<file path="src/design/ftg_pkg.sv">
// shared types, register codes and rotation-angle table for the twiddle generator
package ftg_pkg;

   localparam int SIZE_BITS  = 17;
   localparam int PHASE_BITS = 32;
   localparam int CW         = 34;   // cordic datapath width, q2.30 plus headroom

   localparam logic [0:0] REG_TRANSFORM_SIZE    = 1'b0;
   localparam logic [0:0] REG_INVERSE_DIRECTION = 1'b1;

   localparam logic signed [CW-1:0] CORDIC_GAIN_Q30 = 34'sd652032874;

   typedef struct packed {
      logic [SIZE_BITS-1:0]  rem;
      logic [PHASE_BITS-1:0] quot;
      logic                  oor;
   } div_data_type;

   typedef struct packed {
      logic signed [CW-1:0] x;
      logic signed [CW-1:0] y;
      logic signed [CW-1:0] z;
      logic [1:0]           q;
      logic                 oor;
   } cordic_data_type;

   // rotation angles in units of 2^-32 turn
   function automatic logic [31:0] atan_turns(input logic [4:0] idx);
      logic [31:0] a;
      case (idx)
         5'd0:  a = 32'd536870912;
         5'd1:  a = 32'd316933406;
         5'd2:  a = 32'd167458907;
         5'd3:  a = 32'd85004756;
         5'd4:  a = 32'd42667331;
         5'd5:  a = 32'd21354465;
         5'd6:  a = 32'd10679838;
         5'd7:  a = 32'd5340245;
         5'd8:  a = 32'd2670163;
         5'd9:  a = 32'd1335087;
         5'd10: a = 32'd667544;
         5'd11: a = 32'd333772;
         5'd12: a = 32'd166886;
         5'd13: a = 32'd83443;
         5'd14: a = 32'd41722;
         5'd15: a = 32'd20861;
         5'd16: a = 32'd10430;
         5'd17: a = 32'd5215;
         5'd18: a = 32'd2608;
         5'd19: a = 32'd1304;
         5'd20: a = 32'd652;
         5'd21: a = 32'd326;
         5'd22: a = 32'd163;
         5'd23: a = 32'd81;
         5'd24: a = 32'd41;
         5'd25: a = 32'd20;
         5'd26: a = 32'd10;
         5'd27: a = 32'd5;
         5'd28: a = 32'd3;
         5'd29: a = 32'd1;
         5'd30: a = 32'd1;
         default: a = 32'd0;
      endcase
      return a;
   endfunction

endpackage

</file>
<file path="src/design/ftg_div_cell.sv">
// one restoring-division cell: one quotient bit of the phase per cell
module ftg_div_cell
   import ftg_pkg::*;
(
   input  logic                 clock,
   input  logic                 reset,
   input  logic                 advance,
   input  logic [SIZE_BITS-1:0] size,
   input  logic                 valid_i,
   input  div_data_type         data_i,
   output logic                 valid_o,
   output div_data_type         data_o
);

   logic                 valid_ff;
   div_data_type         data_ff;
   div_data_type         data_in;
   logic [SIZE_BITS:0]   twice;
   logic                 fits;

   always_comb begin
      twice        = {data_i.rem, 1'b0};
      fits         = twice >= {1'b0, size};
      data_in.oor  = data_i.oor;
      data_in.quot = {data_i.quot[PHASE_BITS-2:0], fits};
      data_in.rem  = fits ? SIZE_BITS'(twice - {1'b0, size}) : SIZE_BITS'(twice);
   end

   always_ff @(posedge clock) begin
      if (reset) begin
         valid_ff <= 1'b0;
      end else if (advance) begin
         valid_ff <= valid_i;
      end
      if (advance) begin
         data_ff <= data_in;
      end
   end

   assign valid_o = valid_ff;
   assign data_o  = data_ff;

endmodule

</file>
<file path="config.mk">
export PLATFORM = sky130hd
export DESIGN_NAME = ftg_div_cell
export DESIGN_NICKNAME = d
export VERILOG_FILES = /design/src/design/ftg_pkg.sv /design/src/design/ftg_div_cell.sv
export SDC_FILE = /design/constraint.sdc
export NUM_CORES = 1
export LEC_CHECK = 0
export ABC_AREA = 1
export BUFFER_PORTS_ARGS = -buffer_cell sky130_fd_sc_hd__buf_2
export CORE_AREA = 2 2 89 91
export CTS_CLUSTER_SIZE = 8
export DETAILED_ROUTE_END_ITERATION = 8
export DIE_AREA = 0 0 91 93
export PLACE_DENSITY = 0.79
export SYNTH_ARGS = -nofsm -noshare
export SYNTH_HDL_FRONTEND = slang
export SYNTH_SLANG_ARGS = --single-unit
</file>
<file path="constraint.sdc">
create_clock -name clock -period 2.6 [get_ports clock]
set_input_delay 0.52 -clock clock [delete_from_list [all_inputs] [get_ports clock]]
set_output_delay 0.52 -clock clock [all_outputs]
set_load 0.05 [all_outputs]
</file>
==> results.yml <==
final_layout:
  final_cell_mix: "buf_2, nand2_1, inv_1, edfxtp_1"
  diodes: 0
  final_cells: 565
  fin_area_mm2: 0.00378
  layout-drive-gt1-share_pct: 33.5
  nNetsFinal: 551
  final_common_cell: "buf_2"
  synthToLayoutAreaGrowth_pct: 28.1
place:
  numPortBuffers: 120
  place_ws_ns: 0.288
  post_dp_cell_area_mm2: 0.00367
  place_inst: 557
  dp_hpwl_mm: 5.41
  routabilityCongestion: 0.783
grt:
  grt_max_degree: 52
  grt_overflow: 0
  grt_pass1_vias: 2397
  grt_first_pass_wirelength_mm: 10.6
  track_usage_pct: 15.6
  antenna_found_initial: 0
logic_synthesis:
  syn_area_mm2: 0.00295
  ys_types: 27
  synth-seq-cells: 51
  synthCells: 335
  syn_area_per_cell_um2: 8.81
  ys_seq_area_share_pct: 51.5
  ys.warnings.count: 0
  synthesis.nets: 424
setup_path:
  startpoint_type: "input pin"
  cp.required_ns: 2.66
  setup.worst_path.class: "input pin to flip-flop"
  cp_cell_sequence: "buf_2 -> ha_1 -> a21oi_1 -> nor2_1 -> nor2_1 -> nand2_1 -> nor2_2 -> nand2_4 -> buf_4 -> nand3_1 -> nand2_1"
  worstPathMaxFanout: 11
  end_kind: "flip-flop"
  critPathBufInv: 2
  cp_top_family: "simple AND/OR/NAND/NOR gates"
  crit_slowest_cell: "ha_1"
  worstPathArrival_ns: 2.07
  critPathMaxStageDelay_ns: 0.33
outcome:
  status: "complete, no violations"
power:
  p_leak_nw: 2.02
  powerDensity_mw_per_mm2: 615
  peakVddDrop_v: 0.000203
floorplan:
  boundaryPins: 122
  die_x_um: 91
  rows: 32
  start_util_pct: 39.2
  die_area_mm2: 0.00846
  die_y_um: 93
  coreArea_mm2: 0.00753
route:
  wirelength_mm: 6.73
  drt_iter0_markers: 61
  dr_total_vias: 2500
  drc: 0
  wire_per_inst_um: 11.9
  vias_per_cell: 4.42
  drt_pass1_iterations: 7
  antenna_left: 0
timing:
  hold_viol_final: 0
  tns_ns: 0
  min_period_over_period_pct: 77.2
  maxSlewHeadroom_pct: 57.5
  slew_viol_final: 0
  hold_ws_ns: 0.379
  skew_ns: 0
  tightest_slew_ns: 0.638
  setup_viol: 0
  layout_setup_ws_ns: 0.592
  rsz0062_at_grt: "false"
  period_minus_slack_ns: 2.01
  fmax_mhz: 498
clock_tree:
  clk_latency_ns: 0.29
  cts_root_buffer: "clkbuf_8"
  clock_path_buffers: 2
  post_cts_buffers: 0
  cts_buffers: 5
  clkTransAtPathRegs_ns: 0.09
  ctsResizeCount: 0
  htreeDepth: 2
  cts.sinks: 51
  cts_tree: "yes"
  cts_hold_buf: 0
worst_hold_path:
  hold_path.class: "input pin to flip-flop"
job:
  drv_cap: 0
==> layer usage <==
metal / vias up / global-route usage [%] / part of all wire [%]
met2: 102 / 28.8 / 49
met4: 0 / 5.56 / 2.0
met1: 1082 / 17.6 / 41
met5: - / 0 / 0
met3: 15 / 3.87 / 7.7
li1: 1301 / - / -
==> where the power goes <==
| group | switching (mW) | internal (mW) |
|---|---|---|
| sequential | 0.0182 | 1.00 |
| combinational | 0.557 | 0.207 |
| clock | 0.256 | 0.287 |
| total | 0.831 | 1.50 |
==> registers in the layout (all words and copies together), names as in the netlist <==
signal / flops
data_o: 50
valid_o: 1
==> worst reg2reg max path: stages (launching register included) <==
cell and delay (ns):
dfxtp_1 0.31, mux2i_1 0.13, nor2_1 0.06
==> cell families after synthesis <==
family	synth area share (%)
simple gates	27.4
buf+inv	9.11
flops	51.5
fa+ha+maj	7.88
compound gates	1.69
xor+xnor	2.08
mux	0.339
==> cell type report <==
| class | instances | area [µm²] |
|---|---|---|
| Clock buffer | 6 | 72.6 |
| Clock inverter | 2 | 37.5 |
| Fill cell | 733 | 3740 |
| Inverter | 65 | 246 |
| Multi-Input combinational cell | 217 | 1160 |
| Sequential cell | 51 | 1520 |
| Tap cell | 102 | 128 |
| Timing Repair Buffer | 122 | 616 |
==> synthesized netlist by cell type <==
cell / n / area, µm²
nand2_1: 118 / 443
inv_1: 64 / 240
edfxtp_1: 50 / 1500
ha_1: 17 / 213
nand3_1: 17 / 85.1
nand2_2: 14 / 87.6
nor2_1: 11 / 41.3
a21oi_1: 9 / 45.0
nor2_2: 6 / 37.5
xor2_1: 5 / 43.8
nand3b_1: 4 / 30.0
buf_6: 2 / 22.5
nand4_1: 2 / 12.5
nor3_1: 2 / 10.0
xnor2_1: 2 / 17.5
and2_1: 1 / 6.26
dfxtp_1: 1 / 20.0
fa_1: 1 / 20.0
inv_4: 1 / 6.26
mux2i_1: 1 / 10.0
nand2_4: 1 / 11.3
nand3_2: 1 / 10.0
nor2_4: 1 / 11.3
nor3_2: 1 / 10.0
o21ai_0: 1 / 5.00
or2_1: 1 / 6.26
or2_2: 1 / 6.26
==> worst paths after layout <==
path,cells after the start,start,slack (ns),end
setup reg to reg,2,valid_o$_SDFFE_PP0P_,2.00,valid_o$_SDFFE_PP0P_
setup / recovery,11,data_i[47],0.59,data_o[43]$_DFFE_PP_
hold reg to reg,2,valid_o$_SDFFE_PP0P_,0.52,valid_o$_SDFFE_PP0P_
hold / removal,2,reset,0.38,valid_o$_SDFFE_PP0P_
==> per-stage QoR <==
| step | power (mW) | utilization, % |
|---|---|---|
| 4_1_cts | 2.35 | 50.3 |
| 6_report | 2.33 | 50.3 |
| 3_5_place_dp | 1.81 | 48.8 |
| 3_3_place_gp | 1.80 | 48.8 |
| 2_1_floorplan | 1.60 | - |
| 5_1_grt | 2.45 | 50.3 |
No activity file was read; power rests on OpenSTA's default activity.
