File: config.mk
export PLATFORM = sky130hd
export DESIGN_NAME = ftg_cordic_cell
export DESIGN_NICKNAME = d
export VERILOG_FILES = /design/src/design/ftg_pkg.sv /design/src/design/ftg_cordic_cell.sv
export SDC_FILE = /design/constraint.sdc
export NUM_CORES = 1
export LEC_CHECK = 0
export BUFFER_PORTS_ARGS = -buffer_cell sky130_fd_sc_hd__buf_2
export CAP_MARGIN = 15
export CORE_MARGIN = 1
export CORE_UTILIZATION = 45
export DETAILED_ROUTE_END_ITERATION = 10
export PLACE_DENSITY = 0.69
export SYNTH_ARGS = -nofsm -noshare
export SYNTH_HDL_FRONTEND = slang
export SYNTH_SLANG_ARGS = --single-unit
File: constraint.sdc
create_clock -name clock -period 2.88 [get_ports clock]
set_input_delay 0.144 -clock clock [delete_from_list [all_inputs] [get_ports clock]]
set_output_delay 0.144 -clock clock [all_outputs]
set_load 0.005 [all_outputs]
File: src/design/ftg_pkg.sv
// shared types, register codes and rotation-angle table for the twiddle generator
package ftg_pkg;

   localparam int SIZE_BITS  = 17;
   localparam int PHASE_BITS = 32;
   localparam int CW         = 34;   // cordic datapath width, q2.30 plus headroom

   localparam logic [0:0] REG_TRANSFORM_SIZE    = 1'b0;
   localparam logic [0:0] REG_INVERSE_DIRECTION = 1'b1;

   localparam logic signed [CW-1:0] CORDIC_GAIN_Q30 = 34'sd652032874;

   typedef struct packed {
      logic [SIZE_BITS-1:0]  rem;
      logic [PHASE_BITS-1:0] quot;
      logic                  oor;
   } div_data_type;

   typedef struct packed {
      logic signed [CW-1:0] x;
      logic signed [CW-1:0] y;
      logic signed [CW-1:0] z;
      logic [1:0]           q;
      logic                 oor;
   } cordic_data_type;

   // rotation angles in units of 2^-32 turn
   function automatic logic [31:0] atan_turns(input logic [4:0] idx);
      logic [31:0] a;
      case (idx)
         5'd0:  a = 32'd536870912;
         5'd1:  a = 32'd316933406;
         5'd2:  a = 32'd167458907;
         5'd3:  a = 32'd85004756;
         5'd4:  a = 32'd42667331;
         5'd5:  a = 32'd21354465;
         5'd6:  a = 32'd10679838;
         5'd7:  a = 32'd5340245;
         5'd8:  a = 32'd2670163;
         5'd9:  a = 32'd1335087;
         5'd10: a = 32'd667544;
         5'd11: a = 32'd333772;
         5'd12: a = 32'd166886;
         5'd13: a = 32'd83443;
         5'd14: a = 32'd41722;
         5'd15: a = 32'd20861;
         5'd16: a = 32'd10430;
         5'd17: a = 32'd5215;
         5'd18: a = 32'd2608;
         5'd19: a = 32'd1304;
         5'd20: a = 32'd652;
         5'd21: a = 32'd326;
         5'd22: a = 32'd163;
         5'd23: a = 32'd81;
         5'd24: a = 32'd41;
         5'd25: a = 32'd20;
         5'd26: a = 32'd10;
         5'd27: a = 32'd5;
         5'd28: a = 32'd3;
         5'd29: a = 32'd1;
         5'd30: a = 32'd1;
         default: a = 32'd0;
      endcase
      return a;
   endfunction

endpackage

File: src/design/ftg_cordic_cell.sv
// one cordic rotation cell with a fixed shift and angle
module ftg_cordic_cell
   import ftg_pkg::*;
#(
   parameter int STAGE = 0
)
(
   input  logic            clock,
   input  logic            reset,
   input  logic            advance,
   input  logic            valid_i,
   input  cordic_data_type data_i,
   output logic            valid_o,
   output cordic_data_type data_o
);

   localparam logic signed [CW-1:0] ANGLE = CW'(atan_turns(5'(STAGE)));

   logic            valid_ff;
   cordic_data_type data_ff;
   cordic_data_type data_in;
   logic signed [CW-1:0] dx;
   logic signed [CW-1:0] dy;

   always_comb begin
      dx          = data_i.y >>> STAGE;
      dy          = data_i.x >>> STAGE;
      data_in.q   = data_i.q;
      data_in.oor = data_i.oor;
      if (!data_i.z[CW-1]) begin
         data_in.x = data_i.x - dx;
         data_in.y = data_i.y + dy;
         data_in.z = data_i.z - ANGLE;
      end else begin
         data_in.x = data_i.x + dx;
         data_in.y = data_i.y - dy;
         data_in.z = data_i.z + ANGLE;
      end
   end

   always_ff @(posedge clock) begin
      if (reset) begin
         valid_ff <= 1'b0;
      end else if (advance) begin
         valid_ff <= valid_i;
      end
      if (advance) begin
         data_ff <= data_in;
      end
   end

   assign valid_o = valid_ff;
   assign data_o  = data_ff;

endmodule

==> load_flow_metrics.sql <==
INSERT INTO impl_metrics (metric_group, metric, value, unit) VALUES
('clocking', 'insertion_delay', '0.35', 'ns'),
('grt', 'grt_usage', '0.292', ''),
('timing', 'max_freq', '365', 'MHz'),
('outcome', 'run_status', 'completed', ''),
('critical_path', 'path_cells', 'buf_2, inv_1, ha_1, fa_1, and2b_1, o31ai_1, a211oi_2, a21oi_1, o311a_1, o221ai_1, a41oi_1, nor3_1, xnor2_1', ''),
('critical_path', 'critical_path_peak_fanout', '3', ''),
('drt', 'initialDrtViolationCount', '869', ''),
('grt', 'grt_pass1_vias', '8517', ''),
('layout', 'area_growth_syn_to_layout', '33.2', '%'),
('pwr', 'power_density', '445', 'mW/mm²'),
('place', 'place_area', '0.0115', 'mm²'),
('drt', 'drc', '0', ''),
('die', 'io_pins', '215', ''),
('synthesis', 'synth_fp_nets', '1230', ''),
('clocking', 'clockRootBuffer', 'sky130_fd_sc_hd__clkbuf_16', ''),
('synthesis', 'yosysUniqueCellTypes', '81', ''),
('critical_path', 'worst_ep_required_time', '2.99', 'ns'),
('grt', 'grt_antenna_before_repair', '1', ''),
('grt', 'grt_first_pass_wirelength', '45900', 'µm'),
('place', 'io_buffer_count', '214', ''),
('die', 'placementRows', '51', ''),
('drt', 'routed_wl', '30700', 'µm'),
('clocking', 'cts_buffers', '9', ''),
('synthesis', 'asyncSetResetFlopFracSynth', '0', ''),
('synthesis', 'synthCells', '1015', ''),
('critical_path', 'worstSetupPathType', 'input pin to flop', ''),
('timing', 'timing.final.setup_violations', '0', ''),
('synthesis', 'synth_sequential_area_ratio', '0.344', ''),
('pwr', 'leakagePower', '5.59', 'nW'),
('pwr', 'irDropWorstVdd', '0.000230', 'V'),
('timing', 'hold_violations_final', '0', ''),
('clocking', 'cts_tree', 'yes', ''),
('drt', 'ant_nets', '0', ''),
('job', 'max_cap_violations', '0', ''),
('critical_path', 'critical_path_arrival', '2.84', 'ns'),
('drt', 'dr.pass1.iters', '5', ''),
('place', 'post-place-cells', '1601', ''),
('synthesis', 'synth-edff-count', '104', ''),
('timing', 'max_slew.worst_pin.slew', '0.966', 'ns'),
('timing', 'min_period_over_period', '0.951', ''),
('critical_path', 'critical_path.endpoint_type', 'flop', ''),
('layout', 'instances_no_fill', '1651', ''),
('timing', 'slew_viol_final', '0', ''),
('die', 'floorplan.die_area', '0.0209', 'mm²'),
('critical_path', 'critical_r2r_launch', 'valid_o', ''),
('drt', 'detail_route.wl_per_cell', '18.6', 'µm'),
('place', 'gp_congestion', '0.949', ''),
('clocking', 'cts.htree.levels', '3', ''),
('hold_path', 'min-delay-start', 'valid_i', ''),
('die', 'core_area', '0.0197', 'mm²'),
('layout', 'layout.core_utilization', '0.618', ''),
('drt', 'route.detailed.vias_per_inst', '5.58', ''),
('clocking', 'clk_pin_slew_worst_paths', '0.08', 'ns'),
('die', 'floorplan.initialDensity', '0.464', ''),
('timing', 'timing.clock.skew', '0', 'ns'),
('die', 'dieWidth', '145', 'µm'),
('pwr', 'p_total', '5.42', 'mW'),
('critical_path', 'crit_path_start_kind', 'input pin', ''),
('clocking', 'clockBufferDepth', '2', ''),
('place', 'place.detailed.hpwl', '25000', 'µm'),
('timing', 'rsz0062_at_grt', 'false', ''),
('drt', 'num_vias', '9213', ''),
('critical_path', 'cp_slowest_stage_delay', '0.40', 'ns'),
('timing', 'timing.slew.headroom', '0.356', ''),
('layout', 'finalNetCount', '1595', ''),
('critical_path', 'critPathSlowestCell', 'sky130_fd_sc_hd__fa_1', ''),
('synthesis', 'yosysWarnings', '0', ''),
('synthesis', 'syn_area_per_cell', '9.01', 'µm²'),
('layout', 'final_layout_size_suffix_gt1_frac', '0.297', ''),
('clocking', 'numClockSinks', '105', ''),
('synthesis', 'post_syn_area', '0.00914', 'mm²'),
('hold_path', 'min_delay_worst_type', 'input pin to flop', ''),
('critical_path', 'worst_setup_path_startpoint', 'data_i[37]', ''),
('timing', 'fin_crit', '2.74', 'ns'),
('synthesis', 'postSynthRegisterBits', '105', ''),
('grt', 'grt_start_max_net_pins', '88', ''),
('layout', 'design_area', '0.0122', 'mm²'),
('grt', 'total_congestion_overflow_after_global_routing', '0', ''),
('synthesis', 'top_flip_flop_cell_by_instance_count_after_synthesis', 'sky130_fd_sc_hd__edfxtp_1', ''),
('die', 'die_height', '145', 'µm');
-- per-layer routing --
metal | share of wire | vias to the layer above | routed length (µm) | GRT usage
met3 | 0.080 | 37 | 2460 | 0.0338
met5 | 0 | - | 0 | 0
met2 | 0.46 | 471 | 14000 | 0.477
li1 | - | 4391 | - | -
met1 | 0.44 | 4314 | 13500 | 0.398
met4 | 0.025 | 0 | 760 | 0.104
-- sequential cells by signal, summed over array words and instances (netlist names) --
signal / flops
data_o: 104
valid_o: 1
-- through the flow --
step	hold WS (ns)	setup TNS, ns	setup slack [ns]
floorplan	0.216	0	0.289
global placement	0.301	-2.77	-0.240
detailed placement	0.304	-2.18	-0.306
CTS	0.0285	0	0.0677
global route	0.0599	0	0.0303
finish	0.0329	0	0.142
-- cell type report --
cell class,instances,area (µm²)
fill,1716,7540
multi-input combinational,759,5430
sequential,105,3140
timing repair buffer,400,2580
inverter,105,394
tap,265,332
clock buffer,10,239
clock inverter,6,61.3
antenna,1,2.50
-- cells in the final DEF, fill, tap and decap left out, drive strengths merged, types with 5 or more instances in the layout --
cell / count
a211oi: 15
a21o: 17
a21oi: 115
a31oi: 8
and3: 5
buf: 367
clkbuf: 10
clkinv: 5
dlygate4sd3: 33
edfxtp: 104
ha: 102
inv: 105
mux2i: 19
nand2: 53
nand2b: 5
nand3: 12
nand4: 14
nor2: 72
nor2b: 11
nor3: 24
nor4: 11
o211ai: 7
o21a: 9
o21ai: 79
o21bai: 22
o31ai: 15
xnor2: 59
xor2: 8
-- cell families after synthesis --
kind of cell / after synthesis / synth area share
xor gates and xnor gates: 67 / 0.0642
adders and majority gates: 106 / 0.148
buffers and inverters: 151 / 0.0658
muxes: 19 / 0.0208
and+or+nand+nor: 231 / 0.123
AOI/OAI and AO/OA: 336 / 0.234
DFF: 105 / 0.344
-- synth_stat cells, types with 11 or more instances --
| master | number | share of area |
|---|---|---|
| sky130_fd_sc_hd__a21oi_1 | 113 | 0.062 |
| sky130_fd_sc_hd__edfxtp_1 | 104 | 0.34 |
| sky130_fd_sc_hd__ha_1 | 102 | 0.14 |
| sky130_fd_sc_hd__inv_1 | 93 | 0.038 |
| sky130_fd_sc_hd__nor2_1 | 71 | 0.029 |
| sky130_fd_sc_hd__o21ai_0 | 60 | 0.033 |
| sky130_fd_sc_hd__xnor2_1 | 59 | 0.057 |
| sky130_fd_sc_hd__nand2_1 | 53 | 0.022 |
| sky130_fd_sc_hd__nor3_1 | 22 | 0.012 |
| sky130_fd_sc_hd__o21bai_1 | 22 | 0.018 |
| sky130_fd_sc_hd__clkbuf_1 | 21 | 0.0086 |
| sky130_fd_sc_hd__mux2i_1 | 19 | 0.021 |
| sky130_fd_sc_hd__o21ai_1 | 18 | 0.0099 |
| sky130_fd_sc_hd__a21o_1 | 17 | 0.014 |
| sky130_fd_sc_hd__buf_2 | 16 | 0.0088 |
| sky130_fd_sc_hd__a211oi_1 | 14 | 0.011 |
| sky130_fd_sc_hd__nand4_1 | 14 | 0.0096 |
| sky130_fd_sc_hd__o31ai_1 | 14 | 0.011 |
| sky130_fd_sc_hd__nand3_1 | 12 | 0.0066 |
| sky130_fd_sc_hd__nor2b_1 | 11 | 0.0075 |
| sky130_fd_sc_hd__nor4_1 | 11 | 0.0075 |
-- report_power, final --
part	total, mW	internal (mW)	switching, mW
sequential	2.03	1.96	0.0679
combinational	2.14	0.953	1.19
clock	1.25	0.633	0.613
-- timing repair --
action / CTS / global route
setup buffers: 0 / 0
hold buffers: 33 / 0
gates resized for setup: 0 / 5
setup endpoints to repair: 0 / 4
hold endpoints to repair: 33 / 0
-- worst max-delay path: cells and delay by family --
family                     cells  cell delay, ns
adders and majority gates      2            0.61
and+or+nand+nor                2            0.47
xor gates and xnor gates       1            0.09
buffers and inverters          2            0.14
AOI/OAI and AO/OA              6            1.38
-- final timing paths --
| check | end | slack (ns) | depth (start not counted) |
|---|---|---|---|
| hold / removal | valid_o | 0.03 | 3 |
| setup / recovery | data_o[67] | 0.14 | 13 |
| hold reg to reg | valid_o | 0.49 | 2 |
| setup reg to reg | valid_o | 2.30 | 2 |
(Power assumes the default switching activity.)
